<file path="src/rtl/positional_array_list_assert.svh">
// ----------------------------------------------------------------------------
// positional_array_list_assert.svh
// Assertion macros for the positional array list RTL, used by pal_ctrl.
// ----------------------------------------------------------------------------
`ifndef POSITIONAL_ARRAY_LIST_ASSERT_SVH
`define POSITIONAL_ARRAY_LIST_ASSERT_SVH

// Condition that must hold at every clock edge outside reset.
`define PAL_ASSERT(lbl, expr, msg) \
    lbl: assert property (@(posedge clk) disable iff (!rst_n) (expr)) else $error(msg);

// Overlapping implication: when ante holds, cons holds in the same cycle.
`define PAL_ASSERT_IMP(lbl, ante, cons, msg) \
    lbl: assert property (@(posedge clk) disable iff (!rst_n) (ante) |-> (cons)) \
        else $error(msg);

// Next-cycle implication: when ante holds, cons holds in the following cycle.
`define PAL_ASSERT_NEXT(lbl, ante, cons, msg) \
    lbl: assert property (@(posedge clk) disable iff (!rst_n) (ante) |=> (cons)) \
        else $error(msg);

`endif

</file>
<file path="src/rtl/pal_pkg.sv">
// ----------------------------------------------------------------------------
// pal_pkg
// Types and codes for the positional array list.
// ----------------------------------------------------------------------------
package pal_pkg;

    localparam int DEF_CAPACITY = 128;

    localparam logic [1:0] ACT_GET    = 2'd0;
    localparam logic [1:0] ACT_INSERT = 2'd1;
    localparam logic [1:0] ACT_DELETE = 2'd2;
    localparam logic [1:0] ACT_CLEAR  = 2'd3;

    localparam logic [1:0] ST_OK    = 2'd0;
    localparam logic [1:0] ST_RANGE = 2'd1;
    localparam logic [1:0] ST_FULL  = 2'd2;

    typedef struct packed {
        logic [1:0]         action;
        logic [7:0]         position;
        logic signed [31:0] new_value;
    } pal_req_t;

    typedef struct packed {
        logic [1:0]         status;
        logic signed [31:0] read_value;
        logic [7:0]         count;
        logic               is_empty;
    } pal_rsp_t;

endpackage

</file>
<file path="src/rtl/pal_ctrl.sv">
// ----------------------------------------------------------------------------
// pal_ctrl
// Request sequencer: range checks, list length, and the one-entry-per-cycle
// shift engine that moves entries through the element memory.
// ----------------------------------------------------------------------------
`include "positional_array_list_assert.svh"

module pal_ctrl
    import pal_pkg::*;
#(
    parameter int CAPACITY = DEF_CAPACITY,
    localparam int AW = $clog2(CAPACITY),
    localparam int LW = $clog2(CAPACITY + 1)
)
(
    input  logic                clk,
    input  logic                rst_n,
    input  logic                req_valid,
    output logic                req_stall,
    input  pal_req_t            req,
    output logic                res_valid,
    input  logic                res_take,
    output pal_rsp_t            res,
    output logic                rd_en,
    output logic [AW-1:0]       rd_addr,
    input  logic signed [31:0]  rd_data,
    output logic                wr_en,
    output logic [AW-1:0]       wr_addr,
    output logic signed [31:0]  wr_data
);

    // compare width covers both the 8-bit position and the length
    localparam int CW = ((LW > 8) ? LW : 8) + 1;

    typedef enum logic [4:0] {
        S_IDLE  = 5'b00001,
        S_FIRST = 5'b00010,
        S_SHIFT = 5'b00100,
        S_PLACE = 5'b01000,
        S_DONE  = 5'b10000
    } state_t;

    state_t             state_reg, state_next;
    logic [LW-1:0]      len_reg, len_next;
    logic [1:0]         act_reg, act_next;
    logic [1:0]         status_reg, status_next;
    logic signed [31:0] val_reg, val_next;
    logic signed [31:0] readv_reg, readv_next;
    logic [AW-1:0]      pa_reg, pa_next;
    logic [AW-1:0]      ptr_reg, ptr_next;
    logic [AW-1:0]      wadr_reg, wadr_next;
    logic [LW-1:0]      rem_reg, rem_next;
    logic               pend_reg, pend_next;

    logic [CW-1:0]      pos_ext;
    logic [CW-1:0]      len_ext;
    logic               in_take;
    logic               pos_ok_rd;
    logic               pos_ok_ins;
    logic               full;

    assign pos_ext    = CW'(req.position);
    assign len_ext    = CW'(len_reg);
    assign in_take    = req_valid && (state_reg == S_IDLE);
    assign req_stall  = (state_reg != S_IDLE);
    assign pos_ok_rd  = (req.position != 8'd0) && (pos_ext <= len_ext);
    assign pos_ok_ins = (req.position != 8'd0) && (pos_ext <= len_ext + CW'(1));
    assign full       = (len_reg == LW'(CAPACITY));

    always_comb
    begin
        state_next  = state_reg;
        len_next    = len_reg;
        act_next    = act_reg;
        status_next = status_reg;
        val_next    = val_reg;
        readv_next  = readv_reg;
        pa_next     = pa_reg;
        ptr_next    = ptr_reg;
        wadr_next   = wadr_reg;
        rem_next    = rem_reg;
        pend_next   = pend_reg;
        rd_en       = 1'b0;
        rd_addr     = ptr_reg;
        wr_en       = 1'b0;
        wr_addr     = wadr_reg;
        wr_data     = rd_data;
        res_valid   = 1'b0;

        case (state_reg)
            S_IDLE:
            begin
                if (in_take)
                begin
                    act_next    = req.action;
                    val_next    = req.new_value;
                    readv_next  = '0;
                    status_next = ST_OK;
                    pa_next     = AW'(pos_ext - CW'(1));
                    pend_next   = 1'b0;
                    state_next  = S_DONE;
                    case (req.action)
                        ACT_GET:
                        begin
                            if (pos_ok_rd)
                            begin
                                rd_en      = 1'b1;
                                rd_addr    = AW'(pos_ext - CW'(1));
                                state_next = S_FIRST;
                            end
                            else
                            begin
                                status_next = ST_RANGE;
                            end
                        end
                        ACT_INSERT:
                        begin
                            if (!pos_ok_ins)
                            begin
                                status_next = ST_RANGE;
                            end
                            else if (full)
                            begin
                                status_next = ST_FULL;
                            end
                            else
                            begin
                                // move entries pos..len up, last one first
                                ptr_next   = AW'(len_ext - CW'(1));
                                rem_next   = LW'(len_ext - pos_ext + CW'(1));
                                len_next   = len_reg + LW'(1);
                                state_next = S_SHIFT;
                            end
                        end
                        ACT_DELETE:
                        begin
                            if (pos_ok_rd)
                            begin
                                rd_en      = 1'b1;
                                rd_addr    = AW'(pos_ext - CW'(1));
                                // move entries pos+1..len down, first one first
                                ptr_next   = AW'(pos_ext);
                                rem_next   = LW'(len_ext - pos_ext);
                                len_next   = len_reg - LW'(1);
                                state_next = S_FIRST;
                            end
                            else
                            begin
                                status_next = ST_RANGE;
                            end
                        end
                        default:
                        begin
                            len_next = '0;
                        end
                    endcase
                end
            end
            S_FIRST:
            begin
                readv_next = rd_data;
                state_next = (act_reg == ACT_GET) ? S_DONE : S_SHIFT;
            end
            S_SHIFT:
            begin
                // write back what was read last cycle, read the next entry
                wr_en = pend_reg;
                if (rem_reg != '0)
                begin
                    rd_en     = 1'b1;
                    rem_next  = rem_reg - LW'(1);
                    pend_next = 1'b1;
                    if (act_reg == ACT_INSERT)
                    begin
                        ptr_next  = ptr_reg - AW'(1);
                        wadr_next = ptr_reg + AW'(1);
                    end
                    else
                    begin
                        ptr_next  = ptr_reg + AW'(1);
                        wadr_next = ptr_reg - AW'(1);
                    end
                end
                else
                begin
                    pend_next  = 1'b0;
                    state_next = (act_reg == ACT_INSERT) ? S_PLACE : S_DONE;
                end
            end
            S_PLACE:
            begin
                wr_en      = 1'b1;
                wr_addr    = pa_reg;
                wr_data    = val_reg;
                state_next = S_DONE;
            end
            S_DONE:
            begin
                res_valid = 1'b1;
                if (res_take)
                begin
                    state_next = S_IDLE;
                end
            end
            default:
            begin
                state_next = S_IDLE;
            end
        endcase
    end

    always_ff @(posedge clk or negedge rst_n)
    begin
        if (!rst_n)
        begin
            state_reg <= S_IDLE;
            len_reg   <= '0;
            pend_reg  <= 1'b0;
        end
        else
        begin
            state_reg <= state_next;
            len_reg   <= len_next;
            pend_reg  <= pend_next;
        end
    end

    always_ff @(posedge clk)
    begin
        act_reg    <= act_next;
        status_reg <= status_next;
        val_reg    <= val_next;
        readv_reg  <= readv_next;
        pa_reg     <= pa_next;
        ptr_reg    <= ptr_next;
        wadr_reg   <= wadr_next;
        rem_reg    <= rem_next;
    end

    assign res.status     = status_reg;
    assign res.read_value = readv_reg;
    assign res.count      = 8'(len_reg);
    assign res.is_empty   = (len_reg == '0);

    `PAL_ASSERT_IMP(a_no_rw_clash, rd_en && wr_en, rd_addr != wr_addr, "read and write hit one entry")
    `PAL_ASSERT(a_len_bound, len_reg <= LW'(CAPACITY), "list length beyond capacity")
    `PAL_ASSERT_IMP(a_write_state, wr_en, (state_reg == S_SHIFT) || (state_reg == S_PLACE), "memory write outside shift or place")
    `PAL_ASSERT_NEXT(a_done_idle, res_valid && res_take, state_reg == S_IDLE, "sequencer not idle after result")

endmodule

</file>
<file path="config.mk">
export PLATFORM = sky130hd
export DESIGN_NAME = pal_ctrl
export DESIGN_NICKNAME = d
export VERILOG_FILES = /design/src/rtl/pal_pkg.sv /design/src/rtl/pal_ctrl.sv
export VERILOG_INCLUDE_DIRS = /design/src /design/src/rtl
export SDC_FILE = /design/constraint.sdc
export NUM_CORES = 1
export LEC_CHECK = 0
export BUFFER_PORTS_ARGS = -buffer_cell sky130_fd_sc_hd__buf_4
export CORE_ASPECT_RATIO = 0.9
export CORE_MARGIN = 10
export CORE_UTILIZATION = 48
export DETAILED_ROUTE_END_ITERATION = 7
export MAX_ROUTING_LAYER = met4
export PLACE_DENSITY = 0.78
export SYNTH_ARGS = -nofsm -noshare
export SYNTH_HDL_FRONTEND = slang
export SYNTH_SLANG_ARGS = --single-unit
</file>
<file path="constraint.sdc">
create_clock -name clk -period 2.92 [get_ports clk]
set_input_delay 0.438 -clock clk [delete_from_list [all_inputs] [get_ports clk]]
set_output_delay 0.438 -clock clk [all_outputs]
set_load 0.05 [all_outputs]
</file>
# Yosys cells after proc, flatten, opt, wreduce, memory -nomap -nowiden

Index checks and enable logic that the tools add are counted.
W data, S select, Z words.

$lt $le $gt $ge: 2
Reduce and logical (&&, ||, !) cells: 18
Eq/ne operators: 21
Add/subtract/negate cells: 10
Multiplexer cells: 51
Bitwise logic cells: 1

Operators with widths:

| cell                  | number |
|---|---|
| $mux W7               | 12 |
| $mux W32              | 2 |
| $mux W8               | 8 |
| $pmux W32 S2          | 1 |
| $mux W5               | 8 |
| $pmux W8 S2           | 2 |
| $pmux W7 S2           | 2 |
| $pmux W5 S5           | 1 |
| $pmux W8 S3           | 1 |
| $sub A7 B1 Y7 const B | 3 |
| $add A8 B1 Y8 const B | 2 |
| $reduce_bool A8 Y1    | 2 |
| $sub A8 B1 Y8 const B | 2 |
| $ne A2 B2 Y1 const B  | 7 |
| $pmux W5 S2           | 1 |
| $add A8 B1 Y9 const B | 1 |
| $le A8 B9 Y1          | 1 |
| $ne A3 B3 Y1 const B  | 3 |
| $eq A8 B8 Y1 const B  | 1 |
| $le A8 B8 Y1          | 1 |
| $logic_not A8 Y1      | 1 |
| $reduce_and A2 Y1     | 4 |
| $sub A8 B8 Y8         | 1 |
| $add A7 B1 Y7 const B | 1 |
| other kinds (21)      | 35 |

Word-level logic and storage cells: 114
Bits of input ports: 78
Register bits: 111
Output and inout port bits: 93

# Longest topological paths before layout

Depth in word-level cells: 7
Mapped depth: 12
Gate-level depth less buffers: 11

# Worst setup path before layout

No wires, ideal clock.

Path type: reg-to-output
From: register len_reg[0]
To: output rd_addr[0]
Data arrival time: 3.259 ns
Slack: -0.777 ns
Path buffers: 0
Cell stages (with the launch flop): 11
Required time: 2.482 ns
Cells stage by stage: dfrtp_1 > inv_1 > ha_1 > inv_1 > fa_1 > a21oi_1 > a21oi_1 > o21ai_0 > a21o_2 > nor3_4 > mux2i_1

Cells in the longest elaborated chain, start to end: 6

Ends and longest elaborated chain:

| what                   | RTL line                         | source |
|---|---|---|
| from (decl)            | pal_ctrl.sv:44                   | `logic [LW-1:0] len_reg, len_next;` |
| from (signal assigned) | pal_ctrl.sv:223                  | `len_reg <= len_next;` |
| $le A8 B8 Y1           | pal_ctrl.sv:66                   | `assign pos_ok_rd = (req.position != 8'd0) && (pos_ext <= len_ext);` |
| $logic_and A1 B1 Y1    | pal_ctrl.sv:66                   |  |
| $mux W7                | pal_ctrl.sv:105, pal_ctrl.sv:137 |  |
| $mux W7                | --                               |  |
| $mux W7                | pal_ctrl.sv:93                   | `if (in_take)` |
| $mux W7                | pal_ctrl.sv:90                   | `case (state_reg)` |
| to (decl)              | pal_ctrl.sv:25                   | `output logic [AW-1:0] rd_addr,` |

Every way passes these cells.

# Worst setup path in the final report

From: register len_reg[0]
To: output rd_addr[5]

The elaborated chain is that of the path after synthesis.

==> impl_results.md <==
- Power Density: 874 nW/um2
- Critical R2R Capture: rem_reg[7]
- Pre-CTS setup slack: 0.0385 ns
- Share of layout cells above drive strength 1: 40.9%
- EDFF count, synth: 97
- Top post-synthesis cells by area: edfxtp_1, mux2_2, ha_1
- Hold Slack: 0.257 ns
- N_diodes: 0
- Switching Share: 42.5%
- Clock Pin Slew Worst Setup and Hold Paths: 0.08 ns
- Syn Nets: 673
- DP Wirelength: 14,900 um
- Root Driver: clkbuf_16
- Switching power: 3.26 mW
- Vias: 5,255
- Predominant post-synthesis flop cell: edfxtp_1
- Iteration-0 DRC Markers: 393
- Sink Count: 111
- Total Nets Final: 885
- Fin util: 66.1%
- Unrepaired setup endpoints after global routing: yes
- CTS tree: built
- Hold Path Class: primary input to flip-flop
- H-tree levels: 3
- Max Freq: 0.318 GHz
- Die Span Y: 130 um
- Design Power: 7.67 mW
- Reg2reg start: len_reg[0]
- Core Area: 13,300 um2
- Critical path capture point type: output port
- Row Count: 40
- Drt total wl: 19,100 um
- Post-synthesis cell type count: 59
- Share of the synthesized area in the top cell type: 45.1%
- Most Crowded Layer GR: met2
- Clock share of power: 15.5%
- Required @ worst endpoint: 2.48 ns
- Commonest non-fill, non-tap cell in the layout: buf_4
- Final WS setup: -0.226 ns
- I/O pins: 171
- Gpl congestion: 0.922
- Worst skew pair latency: 0.35 ns
- First-pass DRT Iterations: 6
- Startpoint Class: flip-flop
- Drt wl/cell: 20.3 um
- Seq cells post-synth: 111
- GRT met2 Usage: 33.6%
- GR Layer Usage met1: 24.0%
- Post-route minimum period: 3.15 ns
- Clock skew: 0.00867 ns
- Synth area leader: edfxtp_1
- Mapped Area: 6450 um2
- Hold Violations, Final: 0
- Leakage Power: 3.74 nW
- Average size of a mapped cell: 11.6 um2
- Register area share after synthesis: 50.6%
- Inserted Clock Buffers: 9
- Initial core utilization: 48.7%
- Seq pwr share: 32.1%
- Int Power: 4.41 mW
- Combinational fraction of design power: 52.4%
- Pin count of the biggest net entering global routing: 41
- Worst Setup Path Type: flip-flop to output port
- Reg2reg setup slack: 0.08 ns
- Die width: 142 um
- Critical path peak fanout: 9
- Rel. slew slack: 70.1%
- Clk buf depth: 2
- Actual slew at the worst max-slew pin: 0.448 ns
- Routed vias/inst: 5.57
- FF-to-FF path depth: 13
- Final worst-path cycle share: 108%
- Total GRT Usage: 20.3%
- GRT met3 Usage: 5.16%
- Max Cap Violations: 0
- Hold path depth: 1
- Initial antenna violation count: 0
- Yosys warns: 0
- Arr. time, crit path: 2.71 ns
- Failing checks: negative setup slack
- First-pass GRT wire length: 28,700 um
- Vias in the first global route: 5,212
- Die ar.: 18,500 um2
- Hold EP: val_reg[24]
- Commonest cells after routing, fill and taps aside: buf_4, edfxtp_1, mux2_2, nand2_1, inv_1
- Max VDD drop: 754 uV
- Synth-to-layout area growth: 35.9%
- PortBufs: 170
- Max-slew violation count: 0
- Antenna Nets Post-Route: 0
- Status: finished with violations
- Count of endpoints failing setup in the final report: 8
- Remaining global-route overflow: 0
- Synth async-reset ratio: 12.6%
- Residual DRC: 0
- Hold path start: req[24]
- Mapped Cells: 558
worst max path at each step:
stage,cells after the start,slack (ns),end,start
CTS,12,-0.16,rd_addr[2],len_reg[0]
global route,12,-0.32,rd_addr[5],len_reg[0]
global placement,11,0.07,rd_addr[3],req[37]
finish,12,-0.23,rd_addr[5],len_reg[0]
floorplan,10,-0.03,rd_addr[0],len_reg[0]
detailed placement,12,0.04,len_reg[7],len_reg[0]
critical path, cell delays in order, from the launching register on:
cell	delay (ns)
dfrtp_4	0.50
inv_6	0.09
ha_4	0.14
inv_2	0.04
fa_2	0.36
a21oi_2	0.19
a21oi_2	0.07
o21ai_1	0.15
a21o_2	0.18
nor3_4	0.05
buf_12	0.16
mux2_2	0.28
buf_8	0.15
synthesized netlist by cell type (all sizes together), types with 3 or more instances:
master,instances
mux2i,15
o22ai,5
a21oi,24
nand2,39
nor3b,3
nor3,14
edfxtp,97
nand4,10
a21o,3
nand3b,5
nor2,23
xor2,17
buf,3
o21a,3
and2,34
nor2b,5
inv,39
clkbuf,14
nand3,17
xnor2,30
and3,5
mux2,45
nand2b,5
a211oi,3
ha,35
o21ai,20
dfrtp,13
power groups by stage:
| stage | logic, mW | clock network [mW] | registers, mW |
|---|---|---|---|
| floorplan | 1.93 | 0 | 3.03 |
| global placement | 3.69 | 0 | 2.49 |
| detailed placement | 3.75 | 0 | 2.51 |
| CTS | 3.90 | 1.21 | 2.46 |
| global route | 4.30 | 1.27 | 2.50 |
| finish | 4.02 | 1.19 | 2.46 |
metrics by stage:
step / std cells / cell area [um2] / TNS [ns]
CTS: 940 / 8690 / -1.12
global route: 943 / 8770 / -2.34
global placement: 916 / 8270 / 0
floorplan: 558 / 6530 / -0.195
finish: 943 / 8770 / -1.51
detailed placement: 916 / 8270 / 0
layer usage:
metal | vias to the layer above | part of all wire (%)
met2 | 254 | 48
met1 | 2522 | 39
met5 | - | 0
li1 | 2441 | -
met3 | 38 | 10
met4 | 0 | 2.5
cells by family after synthesis:
| family | count (synthesis) | share of synthesized area (%) |
|---|---|---|
| adder cells (fa/ha/maj) | 37 | 7.41 |
| multiplexers | 60 | 10.2 |
| buffers and inverters | 56 | 3.39 |
| flip-flops | 111 | 50.6 |
| AO/OA/AOI/OAI | 76 | 7.50 |
| XOR/XNOR | 48 | 6.73 |
| AND/OR/NAND/NOR | 170 | 14.2 |
area by class of cell:
type,instances,area (um2)
flip-flops and latches,111,3280
repair buffers,218,1730
well taps,168,210
clock inverters,7,63.8
multi-input cells,391,3110
clock buffers,9,225
fillers,966,4490
inverters,39,151
what timing repair did:
action / in CTS / in global routing
hold buffers: 1 / 0
pin swaps: 6 / 12
endpoints found under the setup margin: 8 / 35
resized for setup: 15 / 13
endpoints found under the hold margin: 13 / 0
buffers inserted: 8 / 8
No activity file was read; power rests on OpenSTA's default activity.
